### src/design/square_wave_sound_channel_unit_macros.svh
// assertion macros used by the square wave channel rtl
`ifndef SQUARE_WAVE_SOUND_CHANNEL_UNIT_MACROS_SVH
`define SQUARE_WAVE_SOUND_CHANNEL_UNIT_MACROS_SVH
`ifndef SYNTHESIS
`define SQC_ASSERT(label, expr) \
    label: assert property (@(posedge i_clk) disable iff (!i_rst_n) (expr)) \
        else $error("sqc assertion failed");
`define SQC_ASSERT_NEXT(label, pre, post) \
    label: assert property (@(posedge i_clk) disable iff (!i_rst_n) (pre) |=> (post)) \
        else $error("sqc assertion failed");
`else
`define SQC_ASSERT(label, expr)
`define SQC_ASSERT_NEXT(label, pre, post)
`endif
`endif

### src/design/sqc_pkg.sv
// types, codes and helper functions for the square wave channel
package sqc_pkg;

    localparam logic [2:0] OP_TICK      = 3'd0;
    localparam logic [2:0] OP_LEN_CLK   = 3'd1;
    localparam logic [2:0] OP_ENV_CLK   = 3'd2;
    localparam logic [2:0] OP_READ      = 3'd3;
    localparam logic [2:0] OP_WRITE     = 3'd4;

    localparam logic [15:0] ADDR_DUTY_LEN = 16'hFF16;
    localparam logic [15:0] ADDR_ENVELOPE = 16'hFF17;
    localparam logic [15:0] ADDR_FREQ_LO  = 16'hFF18;
    localparam logic [15:0] ADDR_FREQ_HI  = 16'hFF19;

    localparam logic [7:0] READ_IDLE    = 8'hFF;
    localparam logic [7:0] READ_LOW_SET = 8'h3F;
    localparam logic [7:0] READ_TOP_SET = 8'h80;
    localparam logic [6:0] LENGTH_FULL  = 7'd64;
    localparam logic [6:0] LENGTH_ODD   = 7'd63;
    localparam logic [3:0] VOLUME_MAX   = 4'd15;
    localparam logic [12:0] DIVIDER_MAX = 13'd4096;

    typedef struct packed {
        logic [2:0]  opcode;
        logic [15:0] address;
        logic [7:0]  write_data;
        logic        sequencer_odd;
    } t_in_item;

    typedef struct packed {
        logic [3:0] sample;
        logic [7:0] read_data;
    } t_out_item;

    // 2 * (2048 - freq), one bit wider than the frequency field plus one
    function automatic logic [12:0] divider_reload(input logic [10:0] freq);
        logic [11:0] period;
        period = 12'd2048 - {1'b0, freq};
        return {period, 1'b0};
    endfunction

    function automatic logic duty_pattern(input logic [1:0] sel, input logic [2:0] step);
        logic bit_out;
        case (sel)
            2'd0: bit_out = (step == 3'd6);
            2'd1: bit_out = (step >= 3'd6);
            2'd2: bit_out = (step >= 3'd4);
            default: bit_out = (step <= 3'd5);
        endcase
        return bit_out;
    endfunction

endpackage

### src/design/sqc_in_reg.sv
// input holding register for one request
module sqc_in_reg (
    input  logic               i_clk,
    input  logic               i_rst_n,
    input  logic               i_valid,
    output logic               o_ready,
    input  sqc_pkg::t_in_item  i_item,
    input  logic               i_drain,
    output logic               o_fire,
    output sqc_pkg::t_in_item  o_item
);

    logic              r_valid;
    sqc_pkg::t_in_item r_item;

    assign o_fire  = r_valid && i_drain;
    assign o_ready = !r_valid || o_fire;
    assign o_item  = r_item;

    always_ff @(posedge i_clk) begin
        if (!i_rst_n) begin
            r_valid <= 1'b0;
        end else if (o_ready) begin
            r_valid <= i_valid;
        end
    end

    always_ff @(posedge i_clk) begin
        if (o_ready && i_valid) begin
            r_item <= i_item;
        end
    end

endmodule

### src/design/sqc_core.sv
// channel state registers and the per-request update logic
`include "square_wave_sound_channel_unit_macros.svh"

module sqc_core (
    input  logic               i_clk,
    input  logic               i_rst_n,
    input  logic               i_fire,
    input  sqc_pkg::t_in_item  i_item,
    output sqc_pkg::t_out_item o_result
);

    logic        r_channel_on,    n_channel_on;
    logic [1:0]  r_duty_select,   n_duty_select;
    logic [6:0]  r_length_left,   n_length_left;
    logic [3:0]  r_env_start,     n_env_start;
    logic        r_env_rising,    n_env_rising;
    logic [2:0]  r_env_rate,      n_env_rate;
    logic [10:0] r_freq,          n_freq;
    logic        r_length_active, n_length_active;
    logic [3:0]  r_level_out,     n_level_out;
    logic        r_duty_bit,      n_duty_bit;
    logic [2:0]  r_duty_step,     n_duty_step;
    logic [12:0] r_divider,       n_divider;
    logic [2:0]  r_env_countdown, n_env_countdown;
    logic [3:0]  r_cur_volume,    n_cur_volume;
    logic [7:0]  read_value;
    logic        dac_now;
    logic        dac_new;

    assign dac_now = (r_env_start != 4'd0) || r_env_rising;
    assign dac_new = (i_item.write_data[7:4] != 4'd0) || i_item.write_data[3];

    always_comb begin
        n_channel_on    = r_channel_on;
        n_duty_select   = r_duty_select;
        n_length_left   = r_length_left;
        n_env_start     = r_env_start;
        n_env_rising    = r_env_rising;
        n_env_rate      = r_env_rate;
        n_freq          = r_freq;
        n_length_active = r_length_active;
        n_level_out     = r_level_out;
        n_duty_bit      = r_duty_bit;
        n_duty_step     = r_duty_step;
        n_divider       = r_divider;
        n_env_countdown = r_env_countdown;
        n_cur_volume    = r_cur_volume;
        read_value      = sqc_pkg::READ_IDLE;

        case (i_item.opcode)
            sqc_pkg::OP_TICK: begin
                if (r_divider != 13'd0) begin
                    n_divider = r_divider - 13'd1;
                    if (n_divider == 13'd0) begin
                        n_divider   = sqc_pkg::divider_reload(r_freq);
                        n_duty_step = r_duty_step + 3'd1;
                        n_duty_bit  = sqc_pkg::duty_pattern(r_duty_select, n_duty_step);
                    end
                end
                n_level_out = (n_duty_bit && r_channel_on) ? r_cur_volume : 4'd0;
            end
            sqc_pkg::OP_LEN_CLK: begin
                if (r_length_active && r_length_left != 7'd0) begin
                    n_length_left = r_length_left - 7'd1;
                    if (n_length_left == 7'd0) begin
                        n_channel_on = 1'b0;
                    end
                end
            end
            sqc_pkg::OP_ENV_CLK: begin
                if (r_channel_on && r_env_rate != 3'd0) begin
                    n_env_countdown = r_env_countdown - 3'd1;
                    if (n_env_countdown == 3'd0) begin
                        n_env_countdown = r_env_rate;
                        if (!r_env_rising && r_cur_volume != 4'd0) begin
                            n_cur_volume = r_cur_volume - 4'd1;
                        end
                        if (r_env_rising && r_cur_volume != sqc_pkg::VOLUME_MAX) begin
                            n_cur_volume = r_cur_volume + 4'd1;
                        end
                    end
                end
            end
            sqc_pkg::OP_READ: begin
                case (i_item.address)
                    sqc_pkg::ADDR_DUTY_LEN: begin
                        read_value = {r_duty_select, 6'd0} | sqc_pkg::READ_LOW_SET;
                    end
                    sqc_pkg::ADDR_ENVELOPE: begin
                        read_value = {r_env_start, r_env_rising, r_env_rate};
                    end
                    sqc_pkg::ADDR_FREQ_HI: begin
                        read_value = sqc_pkg::READ_TOP_SET | {1'b0, r_length_active, 6'd0}
                                   | sqc_pkg::READ_LOW_SET;
                    end
                    default: begin
                        read_value = sqc_pkg::READ_IDLE;
                    end
                endcase
            end
            sqc_pkg::OP_WRITE: begin
                case (i_item.address)
                    sqc_pkg::ADDR_DUTY_LEN: begin
                        n_duty_select = i_item.write_data[7:6];
                        n_length_left = sqc_pkg::LENGTH_FULL - {1'b0, i_item.write_data[5:0]};
                    end
                    sqc_pkg::ADDR_ENVELOPE: begin
                        n_env_start  = i_item.write_data[7:4];
                        n_env_rising = i_item.write_data[3];
                        n_env_rate   = i_item.write_data[2:0];
                        if (!dac_new) begin
                            n_channel_on = 1'b0;
                        end
                    end
                    sqc_pkg::ADDR_FREQ_LO: begin
                        n_freq = {r_freq[10:8], i_item.write_data};
                    end
                    sqc_pkg::ADDR_FREQ_HI: begin
                        // enabling length on an odd sequencer step clocks it once
                        if (i_item.sequencer_odd && !r_length_active && i_item.write_data[6]
                                && r_length_left != 7'd0) begin
                            n_length_left = r_length_left - 7'd1;
                            if (n_length_left == 7'd0) begin
                                n_channel_on = 1'b0;
                            end
                        end
                        n_length_active = i_item.write_data[6];
                        n_freq          = {i_item.write_data[2:0], r_freq[7:0]};
                        if (i_item.write_data[7]) begin
                            n_channel_on    = dac_now;
                            n_divider       = sqc_pkg::divider_reload(n_freq);
                            n_env_countdown = r_env_rate;
                            n_cur_volume    = r_env_start;
                            if (n_length_left == 7'd0) begin
                                n_length_left = (i_item.sequencer_odd && n_length_active)
                                              ? sqc_pkg::LENGTH_ODD : sqc_pkg::LENGTH_FULL;
                            end
                        end
                    end
                    default: begin
                        n_duty_select = r_duty_select;
                    end
                endcase
            end
            default: begin
                read_value = sqc_pkg::READ_IDLE;
            end
        endcase
    end

    assign o_result.sample    = n_level_out;
    assign o_result.read_data = read_value;

    always_ff @(posedge i_clk) begin
        if (!i_rst_n) begin
            r_channel_on    <= 1'b0;
            r_duty_select   <= 2'd0;
            r_length_left   <= sqc_pkg::LENGTH_FULL;
            r_env_start     <= 4'd0;
            r_env_rising    <= 1'b0;
            r_env_rate      <= 3'd0;
            r_freq          <= 11'd0;
            r_length_active <= 1'b0;
            r_level_out     <= 4'd0;
            r_duty_bit      <= 1'b0;
            r_duty_step     <= 3'd0;
            r_divider       <= 13'd0;
            r_env_countdown <= 3'd0;
            r_cur_volume    <= 4'd0;
        end else if (i_fire) begin
            r_channel_on    <= n_channel_on;
            r_duty_select   <= n_duty_select;
            r_length_left   <= n_length_left;
            r_env_start     <= n_env_start;
            r_env_rising    <= n_env_rising;
            r_env_rate      <= n_env_rate;
            r_freq          <= n_freq;
            r_length_active <= n_length_active;
            r_level_out     <= n_level_out;
            r_duty_bit      <= n_duty_bit;
            r_duty_step     <= n_duty_step;
            r_divider       <= n_divider;
            r_env_countdown <= n_env_countdown;
            r_cur_volume    <= n_cur_volume;
        end
    end

    // the channel can only be running while its dac is powered
    `SQC_ASSERT(a_on_needs_dac, !r_channel_on || dac_now)
    `SQC_ASSERT(a_length_range, r_length_left <= sqc_pkg::LENGTH_FULL)
    `SQC_ASSERT(a_divider_range, r_divider <= sqc_pkg::DIVIDER_MAX)
    `SQC_ASSERT_NEXT(a_hold_when_idle, !i_fire,
        $stable(r_duty_step) && $stable(r_divider) && $stable(r_cur_volume))

endmodule

### src/design/sqc_out_reg.sv
// result register feeding the output channel
module sqc_out_reg (
    input  logic                i_clk,
    input  logic                i_rst_n,
    input  logic                i_load,
    input  sqc_pkg::t_out_item  i_result,
    input  logic                i_ready,
    output logic                o_valid,
    output sqc_pkg::t_out_item  o_data,
    output logic                o_can_load
);

    logic               r_valid;
    sqc_pkg::t_out_item r_data;

    assign o_can_load = !r_valid || i_ready;
    assign o_valid    = r_valid;
    assign o_data     = r_data;

    always_ff @(posedge i_clk) begin
        if (!i_rst_n) begin
            r_valid <= 1'b0;
        end else if (o_can_load) begin
            r_valid <= i_load;
        end
    end

    always_ff @(posedge i_clk) begin
        if (i_load) begin
            r_data <= i_result;
        end
    end

endmodule

### src/design/square_wave_sound_channel_unit.sv
// top level of the square wave sound channel
// Usage:
//   Input channel (i_in_valid / o_in_ready / i_in_data) carries one request per
//   transfer: an audio tick, a length clock, an envelope clock, a bus read or a
//   bus write. Output channel (o_out_valid / i_out_ready / o_out_data) returns
//   exactly one result per request, in order: the sample level after that
//   request and the read byte (0xff unless a read hits a readable register).
// Timing:
//   a request sits in the input register while the channel state and its result
//   are computed, then the result is registered in the output register when the
//   request fires. Throughput is one request per cycle while the output is not
//   stalled, set by the state update between the two registers.
// Reset (i_rst_n low at a clock edge) clears both valid bits and returns the
//   channel to power-on state: off, length counter at 64, everything else zero.
// Stalls: while a result waits for i_out_ready, one more request may be taken
//   into the input register; after that o_in_ready drops until the output
//   drains. Nothing is lost or repeated.
module square_wave_sound_channel_unit (
    input  logic                i_clk,
    input  logic                i_rst_n,
    input  logic                i_in_valid,
    output logic                o_in_ready,
    input  sqc_pkg::t_in_item   i_in_data,
    output logic                o_out_valid,
    input  logic                i_out_ready,
    output sqc_pkg::t_out_item  o_out_data
);

    logic               can_load;
    logic               fire;
    sqc_pkg::t_in_item  item;
    sqc_pkg::t_out_item result;

    sqc_in_reg u_in_reg (
        .i_clk   (i_clk),
        .i_rst_n (i_rst_n),
        .i_valid (i_in_valid),
        .o_ready (o_in_ready),
        .i_item  (i_in_data),
        .i_drain (can_load),
        .o_fire  (fire),
        .o_item  (item)
    );

    sqc_core u_core (
        .i_clk    (i_clk),
        .i_rst_n  (i_rst_n),
        .i_fire   (fire),
        .i_item   (item),
        .o_result (result)
    );

    sqc_out_reg u_out_reg (
        .i_clk      (i_clk),
        .i_rst_n    (i_rst_n),
        .i_load     (fire),
        .i_result   (result),
        .i_ready    (i_out_ready),
        .o_valid    (o_out_valid),
        .o_data     (o_out_data),
        .o_can_load (can_load)
    );

endmodule
### config.mk
export PLATFORM = sky130hd
export DESIGN_NAME = square_wave_sound_channel_unit
export DESIGN_NICKNAME = d
export VERILOG_FILES = /design/src/design/sqc_pkg.sv /design/src/design/sqc_in_reg.sv /design/src/design/sqc_core.sv /design/src/design/sqc_out_reg.sv /design/src/design/square_wave_sound_channel_unit.sv
export VERILOG_INCLUDE_DIRS = /design/src /design/src/design
export SDC_FILE = /design/constraint.sdc
export NUM_CORES = 1
export LEC_CHECK = 0
export BUFFER_PORTS_ARGS = -buffer_cell sky130_fd_sc_hd__buf_2
export CORE_MARGIN = 2
export CORE_UTILIZATION = 65
export CTS_CLUSTER_SIZE = 25
export DETAILED_ROUTE_END_ITERATION = 8
export PLACE_DENSITY = 0.88
export SYNTH_ARGS = -nofsm -noshare
export SYNTH_HDL_FRONTEND = slang
export SYNTH_SLANG_ARGS = --single-unit
export TNS_END_PERCENT = 100
### constraint.sdc
create_clock -name i_clk -period 7.4 [get_ports i_clk]
set_clock_uncertainty 0.2 [all_clocks]
set_input_delay 0 -clock i_clk [delete_from_list [all_inputs] [get_ports i_clk]]
set_output_delay 0 -clock i_clk [all_outputs]
set_load 0.005 [all_outputs]
==> run metrics <==
status finished clean; critical path class reg -> reg; Root Driver clkbuf_8; mapped cell area 0.00562 mm^2; IO Port Bufs 45; Final period util between 40% and 50%; Critical Path Max Stage Delay 0.83 ns; CP max stage cell o21ai_0; post-synth top area cell dfxtp_1; Worst Max-Slew Pin Slew roughly 1.2 ns; die area 0.00940 mm^2; Detailed Routing Iterations Pass 1 5; Final setup viols 0; cells after synthesis 605; syn nets roughly 650; RSZ-0062 raised after global routing false; Hold/Removal Path Class in -> reg; Post-synth ARST share 0%; per-cell routed wire length approximately 20 um; WL final approximately 15,000 um; register area 0.00240 mm^2; Setup crit end kind register; Placer Congestion around 0.94; Iter 0 DRT Violations ~490; top post-synthesis cells by area dfxtp_1 (21%), edfxtp_1 (21%), nor2_1 (5.3%); Antenna diodes 0; nets@finish approximately 700; post-synthesis register bit count 100; Area Overhead vs Synth 13.9%; Final TNS setup 0 ns; Worst-Skew Late Latency about 0.38 ns; Yosys top cell area share between 20% and 30%; Rel. slew slack between 10% and 20%; Post-synth EDFFs 40; Row Count 33; LEAKAGE around 2.3 nW; width of the die just under 100 um; Worst EP required ~7.5 ns; Seq/Total Area, Yosys 42.8%; first-pass GRT wire length around 25,000 um; total track usage 32.5%; placed insts between 700 and 800; crit path DAT between 3 and 4 ns; DP HPWL between 9000 and 10,000 um; fin crit period between 3 and 4 ns; Die Ht about 97 um; number of global-route vias before repair around 5,000; Netlist cell types 85; Post-CTS Setup Repair Bufs 0; CTS Buf Count 9; # Max-Cap Violations 0; PD cells between 150 and 200 mW/mm^2; Worst-path clk slew between 0.1 and 0.15 ns; largest net degree at the start of global routing between 40 and 50; core box area roughly 0.0083 mm^2; initial antenna violation count 0; Crit Path Max Fanout 10; average cell area after synthesis 9.28 um^2; H-tree levels 3; # fillers ~540; Longest Clk Path Bufs 2; Worst Setup Start Kind register; Via Count about 5,200; CTS Sinks 100; Starting Density 67.7%; Slew Viols, Final 0; Final Hold Vio Count 0; Cell Chain, Critical Path inv_1, ha_1, nor3b_1, a211oi_1, o21ai_0, nor2_1, a21boi_0, o311a_1; Peak Freq 287 MHz; DRC 0; average vias per placed instance about 6.6; VDD IR max 128 uV; io pins 46; commonest non-fill, non-tap cell in the layout nor2_1; area used by multi-input combinational logic between 0.003 and 0.004 mm^2; Final ANT Viol Nets 0; Final Non-Filler Cells just under 800; layout cells sized above 1 13.2%; Ys Warns 0; post-CTS sizing 0; Hold Crit Depth 2; CTS tree built; Worst Reg-to-Reg Cells 8; leading cell types in the layout, fill and taps excluded nor2_1 (79), dfxtp_1 (60), nand2_1 (52); Main synth FF type dfxtp_1; total gr overflow 0
-- synth_stat cells, drive strengths merged (3+ instances only) --
library cell and instances:
a311oi 4, a211oi 5, and3 3, nor2b 4, nor4 10, nand4bb 4
nor3 28, a21oi 26, nand3 20, o22ai 4, xor2 9, a22oi 3
nor2 79, clkbuf 19, or4 5, and2 3, or2 7, inv 20
o21a 7, mux2i 24, buf 8, o211ai 5, a32o 4, a31oi 7
a2111oi 4, nor3b 6, ha 13, a21boi 5, nand2 52, nand4 4
o31ai 3, or3 8, o21ai 24, nand4b 3, a22o 4, nand2b 10
dfxtp 60, or4b 3, xnor2 18, edfxtp 40, o32ai 4
-- cell type report --
type	instances	share of cell area [%]
clock buffer	9	1.94
clock inverter	7	1.17
inverter	21	1.23
multi-input combinational	457	47.1
sequential	100	37.6
tap	105	2.05
timing repair buffer	80	8.88
-- worst max-delay path, delay by kind of cell, from the launching register on --
kind	cells	cell delay [ns]
fa+ha+maj	1	0.30
flops	1	0.41
simple gates	2	0.91
buf+inv	1	0.12
compound gates	4	1.48
-- power breakdown --
part	leakage, nW	internal [W]	switching (W)	total [W]
logic	1.35	0.0000352	0.0000452	0.0000804
clock network	0.0990	0.000135	0.000222	0.000357
registers	0.841	0.000585	0.0000156	0.000601
-- metal layers --
metal  global-route usage [%]  vias to the layer above  part of all wire, %
li1                         -                     2356                    -
met3                     7.15                       82                  9.6
met1                     39.2                     2404                   37
met5                        0                        -                    0
met4                     15.7                        0                  4.4
met2                     55.0                      338                   49
-- metrics by stage --
step | setup slack (ns) | hold slack, ns | util, % | power (W) | area, um^2
3_5_place_dp | 4.14 | -0.0219 | 70.8 | 0.000675 | 5870
6_report | 3.92 | 0.117 | 77.0 | 0.00104 | 6390
5_1_grt | 3.71 | 0.118 | 77.0 | 0.00106 | 6390
3_3_place_gp | 4.29 | -0.0237 | 70.8 | 0.000671 | 5870
4_1_cts | 4.10 | 0.110 | 77.0 | 0.00103 | 6390
2_1_floorplan | 4.36 | -0.101 | - | 0.000650 | 5620
-- state kept, by name (all words and copies together), names as in the netlist --
signal and flops:
u_core.r_channel_on 1, u_core.r_cur_volume 4, u_core.r_divider 13, u_core.r_duty_bit 1
u_core.r_duty_select 2, u_core.r_duty_step 3, u_core.r_env_countdown 3, u_core.r_env_rate 3
u_core.r_env_rising 1, u_core.r_env_start 4, u_core.r_freq 11, u_core.r_length_active 1
u_core.r_length_left 7, u_core.r_level_out 4, u_in_reg.o_item 28, u_in_reg.r_valid 1
u_out_reg.o_data 12, u_out_reg.o_valid 1
-- repair_timing --
action / 4_1_cts / 5_1_grt
hold buffers: 32 / 0
hold endpoints to repair: 44 / 0
setup endpoints to repair: 0 / 0
-- kinds of logic after synthesis --
kind of cell             after synthesis  synth area share, %
AND/OR/NAND/NOR                      256                 24.2
AO/OA/AOI/OAI                        134                 17.4
flip-flops                           100                 42.8
buffers and inverters                 48                 3.54
XOR/XNOR                              27                 4.21
multiplexers                          26                 4.68
adder cells (fa/ha/maj)               14                 3.25
-- final timing paths --
kind	start	to	slack, ns
worst max-delay path	u_core.r_length_left[0]$_SDFFE_PN0P_	u_core.r_length_left[4]$_SDFFE_PN0P_	3.92
worst min-delay path	i_in_data[21]	u_in_reg.o_item[21]$_DFFE_PP_	0.12
worst max register to register	u_core.r_length_left[0]$_SDFFE_PN0P_	u_core.r_length_left[4]$_SDFFE_PN0P_	3.92
worst min register to register	u_core.r_freq[10]$_SDFFE_PN0P_	u_core.r_freq[10]$_SDFFE_PN0P_	0.29
(Power assumes the default switching activity.)
